--- src/rtl/drs_pkg.sv ---
package drs_pkg;

    typedef enum logic [1:0] {
        ST_ADDED   = 2'd0,
        ST_DROPPED = 2'd1,
        ST_CHOSEN  = 2'd2,
        ST_EMPTY   = 2'd3
    } t_status;

    typedef enum logic [2:0] {
        POL_FIFO  = 3'd0,
        POL_SSTF  = 3'd1,
        POL_LOOK  = 3'd2,
        POL_CLOOK = 3'd3,
        POL_FLOOK = 3'd4
    } t_policy;

    localparam logic OP_ADD = 1'b0;
    localparam logic OP_SEL = 1'b1;

    typedef enum logic [2:0] {
        S_IDLE,
        S_PRE,
        S_SCAN,
        S_READ,
        S_SHIFT,
        S_DONE
    } t_state;

endpackage

--- src/rtl/disk_request_scheduler.sv ---
// Disk request scheduler.
// Input channel (i_valid/o_stall): each beat is either an add (opcode 0:
// tag and track) or a select (opcode 1: head track and direction).
// Output channel (o_valid/i_stall): one result beat per input beat with a
// status, the chosen tag and track on a select, and a pending flag.
// A two-entry queue decouples input from the execution engine.
// An add, a drop or a select on an empty queue needs no scan; a fifo select
// reads slot 0 and shifts the later entries down to close the gap; a scanning
// select first reads every occupied slot, then takes the chosen one out and
// closes the gap the same way. A look select that finds nothing ahead rescans
// in reverse, and a batch swap adds a rescan of the new batch.
// The engine reads one slot of its memory per cycle and takes one item at a
// time: it starts the next item once the last one is done and the output is free.
// Reset empties the queue, selects fifo and clears the active batch.
// While i_stall is high the result holds and the engine waits; input beats
// keep entering the queue until it is full.
// The policy register is written with i_policy_we and i_policy.
module disk_request_scheduler #(
    parameter int QUEUE_DEPTH = 16,
    parameter int TRACK_BITS  = 16,
    parameter int TAG_BITS    = 8
) (
    input  logic                  i_clk,
    input  logic                  i_rst_n,
    input  logic                  i_policy_we,
    input  logic [2:0]            i_policy,
    input  logic                  i_valid,
    output logic                  o_stall,
    input  logic                  i_opcode,
    input  logic [TAG_BITS-1:0]   i_request_tag,
    input  logic [TRACK_BITS-1:0] i_request_track,
    input  logic [TRACK_BITS-1:0] i_head_track,
    input  logic                  i_head_direction,
    output logic                  o_valid,
    input  logic                  i_stall,
    output logic [1:0]            o_status,
    output logic [TAG_BITS-1:0]   o_chosen_tag,
    output logic [TRACK_BITS-1:0] o_chosen_track,
    output logic                  o_still_pending
);
    import drs_pkg::*;

    logic [2:0]            r_policy;
    logic                  w_qv, w_take, w_op, w_dir;
    logic [TAG_BITS-1:0]   w_tag;
    logic [TRACK_BITS-1:0] w_trk;
    t_status               w_st;

    always_ff @(posedge i_clk) begin
        if (!i_rst_n) begin
            r_policy <= POL_FIFO;
        end else if (i_policy_we) begin
            r_policy <= i_policy;
        end
    end

    drs_front #(.TRACK_BITS(TRACK_BITS), .TAG_BITS(TAG_BITS)) u_front (
        .i_clk, .i_rst_n, .i_valid, .o_stall, .i_opcode, .i_request_tag,
        .i_request_track, .i_head_track, .i_head_direction,
        .o_valid(w_qv), .i_take(w_take), .o_opcode(w_op), .o_tag(w_tag),
        .o_track(w_trk), .o_dir(w_dir)
    );

    drs_back #(.QUEUE_DEPTH(QUEUE_DEPTH), .TRACK_BITS(TRACK_BITS), .TAG_BITS(TAG_BITS))
    u_back (
        .i_clk, .i_rst_n, .i_policy(r_policy), .i_valid(w_qv), .o_take(w_take),
        .i_opcode(w_op), .i_tag(w_tag), .i_track(w_trk), .i_dir(w_dir),
        .o_valid, .i_stall, .o_status(w_st), .o_chosen_tag, .o_chosen_track,
        .o_still_pending
    );

    assign o_status = w_st;

    a_hold: assert property (@(posedge i_clk) disable iff (!i_rst_n)
        o_valid && i_stall |=> o_valid && $stable(o_status) && $stable(o_chosen_track))
        else $error("result changed under stall");
    a_empty: assert property (@(posedge i_clk) disable iff (!i_rst_n)
        o_valid && (o_status == ST_EMPTY) |-> !o_still_pending)
        else $error("empty result with pending flag");
    a_zero: assert property (@(posedge i_clk) disable iff (!i_rst_n)
        o_valid && (o_status == ST_ADDED) |-> o_chosen_tag == '0 && o_still_pending)
        else $error("bad add result");
endmodule

--- src/rtl/drs_front.sv ---
module drs_front #(
    parameter int TRACK_BITS = 16,
    parameter int TAG_BITS   = 8
) (
    input  logic                  i_clk,
    input  logic                  i_rst_n,
    input  logic                  i_valid,
    output logic                  o_stall,
    input  logic                  i_opcode,
    input  logic [TAG_BITS-1:0]   i_request_tag,
    input  logic [TRACK_BITS-1:0] i_request_track,
    input  logic [TRACK_BITS-1:0] i_head_track,
    input  logic                  i_head_direction,
    output logic                  o_valid,
    input  logic                  i_take,
    output logic                  o_opcode,
    output logic [TAG_BITS-1:0]   o_tag,
    output logic [TRACK_BITS-1:0] o_track,
    output logic                  o_dir
);
    import drs_pkg::*;

    localparam int W = 2 + TAG_BITS + TRACK_BITS;

    logic [W-1:0] r_q [2];
    logic         r_wp;
    logic         r_rp;
    logic [1:0]   r_cnt;
    logic [W-1:0] w_in;
    logic         w_push;
    logic         w_pop;

    assign o_stall = (r_cnt == 2'd2);
    assign w_push  = i_valid && !o_stall;
    assign w_pop   = o_valid && i_take;
    assign o_valid = (r_cnt != 2'd0);
    assign w_in = (i_opcode == OP_ADD) ? {i_opcode, 1'b0, i_request_tag, i_request_track}
                                       : {i_opcode, i_head_direction, {TAG_BITS{1'b0}},
                                          i_head_track};
    assign {o_opcode, o_dir, o_tag, o_track} = r_q[r_rp];

    always_ff @(posedge i_clk) begin
        if (w_push) begin
            r_q[r_wp] <= w_in;
        end
        if (!i_rst_n) begin
            r_wp  <= 1'b0;
            r_rp  <= 1'b0;
            r_cnt <= 2'd0;
        end else begin
            if (w_push) begin
                r_wp <= !r_wp;
            end
            if (w_pop) begin
                r_rp <= !r_rp;
            end
            r_cnt <= r_cnt + {1'b0, w_push} - {1'b0, w_pop};
        end
    end
endmodule

--- src/rtl/drs_back.sv ---
module drs_back #(
    parameter int QUEUE_DEPTH = 16,
    parameter int TRACK_BITS  = 16,
    parameter int TAG_BITS    = 8
) (
    input  logic                  i_clk,
    input  logic                  i_rst_n,
    input  logic [2:0]            i_policy,
    input  logic                  i_valid,
    output logic                  o_take,
    input  logic                  i_opcode,
    input  logic [TAG_BITS-1:0]   i_tag,
    input  logic [TRACK_BITS-1:0] i_track,
    input  logic                  i_dir,
    output logic                  o_valid,
    input  logic                  i_stall,
    output drs_pkg::t_status      o_status,
    output logic [TAG_BITS-1:0]   o_chosen_tag,
    output logic [TRACK_BITS-1:0] o_chosen_track,
    output logic                  o_still_pending
);
    import drs_pkg::*;

    localparam int IW = (QUEUE_DEPTH > 1) ? $clog2(QUEUE_DEPTH) : 1;
    localparam int CW = $clog2(QUEUE_DEPTH + 1);
    localparam int EW = TAG_BITS + TRACK_BITS + 1;

    logic [EW-1:0]         r_mem [QUEUE_DEPTH];
    logic [CW-1:0]         r_occ;
    logic                  r_act;
    t_state                r_state, n_state;
    logic [CW-1:0]         r_i;
    logic [IW-1:0]         r_best;
    logic                  r_found;
    logic                  r_pass;
    logic                  r_any;
    logic                  r_below;
    logic [TRACK_BITS-1:0] r_bt;
    logic [TRACK_BITS-1:0] r_dist;
    logic [EW-1:0]         r_rd;
    logic [2:0]            r_pol;
    logic                  r_ov;
    t_status               r_st;
    logic [TAG_BITS-1:0]   r_otag;
    logic [TRACK_BITS-1:0] r_otrk;
    logic                  r_opend;

    logic [TRACK_BITS-1:0] w_t;
    logic                  w_b;
    logic                  w_d;
    logic [TRACK_BITS-1:0] w_dist;
    logic                  w_better;
    logic                  w_last;
    logic                  w_outfree;
    logic                  w_swap;
    logic [CW-1:0]         w_best_ext;
    logic [IW-1:0]         w_ra;

    assign w_outfree  = !r_ov || !i_stall;
    assign w_t        = r_rd[TRACK_BITS-1:0];
    assign w_b        = r_rd[EW-1];
    assign w_d        = i_dir ^ r_pass;
    assign w_dist     = (w_t >= i_track) ? (w_t - i_track) : (i_track - w_t);
    assign w_last     = (r_i >= r_occ);
    assign w_swap     = (r_pol == POL_FLOOK) && !r_pass && !(r_any || w_b == r_act);
    assign w_best_ext = CW'(r_best);

    always_comb begin
        w_better = 1'b0;
        unique case (r_pol)
            POL_SSTF: w_better = !r_found || (w_dist < r_dist);
            POL_LOOK, POL_FLOOK: begin
                if ((r_pol != POL_FLOOK || w_b == r_act) &&
                    (w_d ? (w_t >= i_track) : (w_t <= i_track))) begin
                    w_better = !r_found || (w_d ? (w_t < r_bt) : (w_t > r_bt));
                end
            end
            POL_CLOOK: begin
                if (w_t >= i_track) begin
                    w_better = !r_found || r_below || (w_t < r_bt);
                end else begin
                    w_better = !r_found || (r_below && (w_t < r_bt));
                end
            end
            default: w_better = 1'b0;
        endcase
    end

    always_comb begin
        unique case (r_state)
            S_IDLE: w_ra = '0;
            S_SCAN: begin
                if (w_last && w_better) begin
                    w_ra = r_i[IW-1:0] - 1'b1;
                end else if (w_last) begin
                    w_ra = r_best;
                end else begin
                    w_ra = r_i[IW-1:0];
                end
            end
            S_READ:  w_ra = r_best + 1'b1;
            default: w_ra = r_i[IW-1:0];
        endcase
    end

    always_comb begin
        n_state = r_state;
        unique case (r_state)
            S_IDLE: if (i_valid && w_outfree) begin
                if (i_opcode == OP_ADD || r_occ == '0 || r_pol == POL_FIFO ||
                    r_pol > POL_FLOOK) begin
                    n_state = (i_opcode == OP_SEL && r_occ != '0) ? S_READ : S_DONE;
                end else begin
                    n_state = S_PRE;
                end
            end
            S_PRE:   n_state = S_SCAN;
            S_SCAN:  if (w_last) begin
                if (r_found || w_better || r_pol != POL_LOOK && r_pol != POL_FLOOK
                    || r_pass) begin
                    n_state = S_READ;
                end else begin
                    n_state = S_PRE;
                end
            end
            S_READ:  n_state = S_SHIFT;
            S_SHIFT: if (w_best_ext + CW'(2) >= r_occ) n_state = S_DONE;
            S_DONE:  n_state = S_IDLE;
            default: n_state = S_IDLE;
        endcase
    end

    assign o_take = (r_state == S_DONE);

    always_ff @(posedge i_clk) begin
        r_rd <= r_mem[w_ra];
        if (r_state == S_IDLE && i_valid && i_opcode == OP_ADD && r_occ < CW'(QUEUE_DEPTH)
            && w_outfree) begin
            r_mem[r_occ[IW-1:0]] <= {!r_act, i_tag, i_track};
        end
        if (r_state == S_SHIFT && w_best_ext + CW'(1) < r_occ) begin
            r_mem[r_best] <= r_rd;
        end
        if (r_state == S_READ) begin
            r_otag <= r_rd[EW-2:TRACK_BITS];
            r_otrk <= r_rd[TRACK_BITS-1:0];
        end
        unique case (r_state)
            S_IDLE: begin
                r_i <= '0; r_best <= '0; r_found <= 1'b0; r_pass <= 1'b0;
                r_any <= 1'b0; r_pol <= i_policy;
            end
            S_PRE: r_i <= r_i + 1'b1;
            S_SCAN: begin
                if (w_better) begin
                    r_best <= r_i[IW-1:0] - 1'b1; r_found <= 1'b1; r_bt <= w_t;
                    r_dist <= w_dist; r_below <= (w_t < i_track);
                end
                if (w_b == r_act) r_any <= 1'b1;
                if (w_last) begin
                    r_i <= '0;
                    if (!(r_found || w_better) && !w_swap) r_pass <= 1'b1;
                end else begin
                    r_i <= r_i + 1'b1;
                end
            end
            S_READ: r_i <= w_best_ext + CW'(2);
            S_SHIFT: begin
                if (n_state == S_SHIFT) r_best <= r_best + 1'b1;
                r_i <= r_i + 1'b1;
            end
            default: ;
        endcase
        if (!i_rst_n) begin
            r_state <= S_IDLE;
            r_occ   <= '0;
            r_act   <= 1'b0;
            r_ov    <= 1'b0;
        end else begin
            r_state <= n_state;
            if (r_state == S_DONE) begin
                r_ov <= 1'b1;
            end else if (!i_stall) begin
                r_ov <= 1'b0;
            end
            if (r_state == S_SCAN && w_last && w_swap) begin
                r_act <= !r_act;
            end
            if (r_state == S_DONE) begin
                if (i_opcode == OP_ADD) begin
                    r_st <= (r_occ < CW'(QUEUE_DEPTH)) ? ST_ADDED : ST_DROPPED;
                    r_otag <= '0; r_otrk <= '0;
                    if (r_occ < CW'(QUEUE_DEPTH)) r_occ <= r_occ + 1'b1;
                    r_opend <= 1'b1;
                end else if (r_occ == '0) begin
                    r_st <= ST_EMPTY; r_otag <= '0; r_otrk <= '0; r_opend <= 1'b0;
                end else begin
                    r_st <= ST_CHOSEN; r_occ <= r_occ - 1'b1;
                    r_opend <= (r_occ > CW'(1));
                end
            end
        end
    end

    assign o_valid         = r_ov;
    assign o_status        = r_st;
    assign o_chosen_tag    = r_otag;
    assign o_chosen_track  = r_otrk;
    assign o_still_pending = r_opend;
endmodule

--- config.mk ---
export PLATFORM = sky130hd
export DESIGN_NAME = disk_request_scheduler
export DESIGN_NICKNAME = d
export VERILOG_FILES = /design/src/rtl/drs_pkg.sv /design/src/rtl/disk_request_scheduler.sv /design/src/rtl/drs_front.sv /design/src/rtl/drs_back.sv
export SDC_FILE = /design/constraint.sdc
export NUM_CORES = 1
export LEC_CHECK = 0
export ABC_AREA = 1
export BUFFER_PORTS_ARGS = -buffer_cell sky130_fd_sc_hd__buf_2
export CORE_MARGIN = 3
export CORE_UTILIZATION = 27
export CTS_CLUSTER_DIAMETER = 150
export DETAILED_ROUTE_END_ITERATION = 6
export GPL_ROUTABILITY_DRIVEN = 0
export SYNTH_ARGS = -nofsm -noshare
export SYNTH_HDL_FRONTEND = slang
export SYNTH_SLANG_ARGS = --single-unit
--- constraint.sdc ---
create_clock -name i_clk -period 5.6 [get_ports i_clk]
set_input_delay 1.12 -clock i_clk [delete_from_list [all_inputs] [get_ports i_clk]]
set_output_delay 1.12 -clock i_clk [all_outputs]
set_load 0.02 [all_outputs]
==> summary.txt <==
Synth
  • Syn_area_per_cell: 9.844 um2
  • Seq/Total Area, Yosys: 0.6144
  • Asr flop ratio synth: 0
  • Synthesized area: 26770 um2
  • Mapped Nets: 2857
  • Ys flop type: edfxtp_1
  • Post-synth top area share: 0.5643
  • Most common library cells after synthesis: 673 x nand2_1, 503 x edfxtp_1, 487 x nand3_1
  • Synth Area in Adders: 0.04170
  • Largest family of logic cells by synthesized area: simple AND/OR/NAND/NOR gates
  • Netlist cell types: 48
  • Mux contribution to synthesized area: 0.007479
  • Biggest area consumer among synthesized cells: edfxtp_1
  • Count leader, synth: nand2_1
  • Post-synth EDFFs: 503
  • Synthesis Warnings: 0
  • Largest cells by area after synthesis: edfxtp_1 56%, nand2_1 9.4%, nand3_1 9.1%
  • Post-synthesis compound-gate area fraction: 0.04268
  • Post-synthesis simple-gate area fraction: 0.2073
  • Xor and xnor area share after synthesis: 0.008181
  • Synth Register Bits: 570
  • Post-Synthesis Cells: 2719

Floorplanning
  • I/O Pins: 79
  • Initial Util: 0.2747
  • Die Height: 320.9 um
  • Die area: 102900 um2
  • Core area: 97420 um2
  • Num rows: 114
  • Die W: 320.9 um

Final layout
  • Layout cells sized above 1: 0.1577
  • Final #Nets: 3048
  • Fin cells: 4237
  • Post-route cell area: 32410 um2
  • Area Overhead vs Synth: 21.07%
  • Diodes inserted: 0
  • Fillers: 9774

STA
  • Fin crit share: 0.9468
  • Relative slew slack: 0.1440
  • Clock Skew: 0.02487 ns
  • Hold Fails Final Rpt: 0
  • Worst hold margin: 0.4439 ns
  • # setup viols final: 0
  • Slew @ Worst Pin: 1.274 ns
  • Slew Viols, Final: 0
  • Max Clk Rate: 188.6 MHz
  • TNS Setup: 0 ns
  • Fin crit period: 5.302 ns

Setup path
  • CP max-delay cell: dfxtp_2
  • CP endpoint kind: flop
  • Crit path required time: 6.12 ns
  • CP max stage delay: 0.33 ns
  • Register-to-Register Path Depth: 41
  • Critical path arrival: 5.82 ns
  • CP Launch Type: flop
  • CP endpoint: u_back.r_rd[14]$_DFF_P_
  • Crit path kind: flop to flop
  • Crit path max fanout: 12
  • Most used cell, CP: nand2_2
  • R2R setup slack: 0.30 ns
  • Worst reg2reg endpoint: u_back.r_rd[14]$_DFF_P_

Route
  • Initial DRC count: 1734
  • Vias/cell: 4.611
  • Antenna-violating nets left: 0
  • Pre-antenna DRT Iters: 5
  • Via count: 19.54k
  • DRC Markers: 0
  • WL/cell: 16.95 um
  • WL final: 71830 um

GRT
  • Largest net degree at the start of global routing: 112
  • GRT Util Overall: 0.1345
  • Initial antenna violation count: 0
  • Overflow after GRT: 0
  • First-pass GRT wire length: 108400 um
  • Vias in the first global route: 18.41k

Placed design
  • Dpl cell area: 29960 um2
  • IO buf count: 78
  • Placed insts: 4113
  • HPWL Detailed: 45180 um

CTS
  • Clk_lat worst skew: 0.63 ns
  • CTS buffer count: 59
  • H-tree Lvls: 2
  • Clk buf depth: 3
  • TritonCTS clock tree: yes
  • Clock transition at path regs: 0.06 ns
  • CTS sink cnt: 570
  • Clk root buf: clkbuf_16

Power and ir drop
  • LEAKAGE: 0.01378 uW
  • Pwr Total: 20200 uW
  • Power per cell area: 623.4 nW/um2
  • Peak VDD IR: 0.0004001 V

Run
  • Max-cap violations: 0

Min path
  • Hold/Removal Path Class: flop to flop

Outcome
  • Status: finished, final reports clean
==> cell usage in the layout (no fill, tap or decap), types with 15 or more instances in the layout <==
cell type and count:
ha_1 76, mux2_2 16, or2_2 17, edfxtp_1 503
nand3_1 484, inv_1 396, dfxtp_1 66, buf_2 79
o21ai_0 72, clkbuf_16 61, buf_12 28, xor2_1 15
a21oi_1 51, o21ai_2 15, nor2_4 17, nand2_1 661
nor2_1 71, clkbuf_1 16, buf_4 140
==> metal layers <==
metal,global-route usage,vias to the layer above,share of wire
met2,0.2270,527,0.48
met5,0,-,0
met3,0.01894,123,0.054
met1,0.1797,9424,0.44
met4,0.04019,0,0.027
li1,-,9462,-
==> layout make-up <==
type,count,area [um2],share of cell area
clock buffers,84,1660,0.05124
clock inverters,28,329.1,0.01015
inverters,402,1509,0.04656
multi-input cells,1620,8681,0.2679
flip-flops and latches,570,16450,0.5075
well taps,1276,1597,0.04927
repair buffers,257,2183,0.06737
==> state kept, by name, indices dropped and copies added (netlist names), 2 cells and up, named ones only <==
signal	cells
u_back.r_mem	400
u_front.r_q	52
u_back.r_rd	25
u_back.o_chosen_track	16
u_back.r_bt	16
u_back.r_dist	16
u_back.o_chosen_tag	8
u_back.r_i	5
u_back.r_occ	5
u_back.r_best	4
r_policy	3
u_back.r_pol	3
u_back.r_state	3
u_back.o_status	2
u_front.r_cnt	2
==> repair_timing <==
item	CTS	global route
setup buffers	1	7
gates cloned	1	3
hold buffers	0	0
setup endpoints to repair	25	33
gates resized for setup	14	68
pin swaps	3	20
==> worst min path at each step <==
stage                             start                        end  slack, ns  cells after the start
2_1_floorplan  r_policy[0]$_SDFFE_PN0P_  u_back.r_pol[0]$_DFFE_PP_       0.40                      0
3_3_place_gp   r_policy[0]$_SDFFE_PN0P_  u_back.r_pol[0]$_DFFE_PP_       0.42                      0
3_5_place_dp   r_policy[1]$_SDFFE_PN0P_  u_back.r_pol[1]$_DFFE_PP_       0.42                      0
4_1_cts        r_policy[1]$_SDFFE_PN0P_  u_back.r_pol[1]$_DFFE_PP_       0.44                      0
5_1_grt        r_policy[1]$_SDFFE_PN0P_  u_back.r_pol[1]$_DFFE_PP_       0.44                      0
6_report       r_policy[1]$_SDFFE_PN0P_  u_back.r_pol[1]$_DFFE_PP_       0.44                      0
==> cell families (layout without fill, tap and decap cells) <==
group           count (synthesis)  count (layout)
xor+xnor                       25              25
flops                         570             570
mux                            18              18
compound gates                200             200
buf+inv                       529             771
fa+ha+maj                      88              88
simple gates                 1289            1289
==> critical path, delay by kind of cell, from the launching register on <==
kind	cells	cell delay, ns
flops	1	0.33
simple gates	25	2.53
fa+ha+maj	2	0.52
xor+xnor	1	0.14
buf+inv	8	0.97
compound gates	5	0.68
==> power by group <==
part / internal (uW) / total [uW] / switching (uW) / leakage [uW]
clock: 2310 / 4010 / 1700 / 0.000957
combinational: 3920 / 10400 / 6470 / 0.00769
sequential: 5470 / 5810 / 338 / 0.00514
==> stage by stage <==
step,util,worst slack [ns]
6_report,0.3326,0.2980
2_1_floorplan,-,0.4880
5_1_grt,0.3326,-0.07348
4_1_cts,0.3287,0.0007394
3_3_place_gp,0.3076,-0.06191
3_5_place_dp,0.3076,-0.1296
No activity file was read; power rests on OpenSTA's default activity.
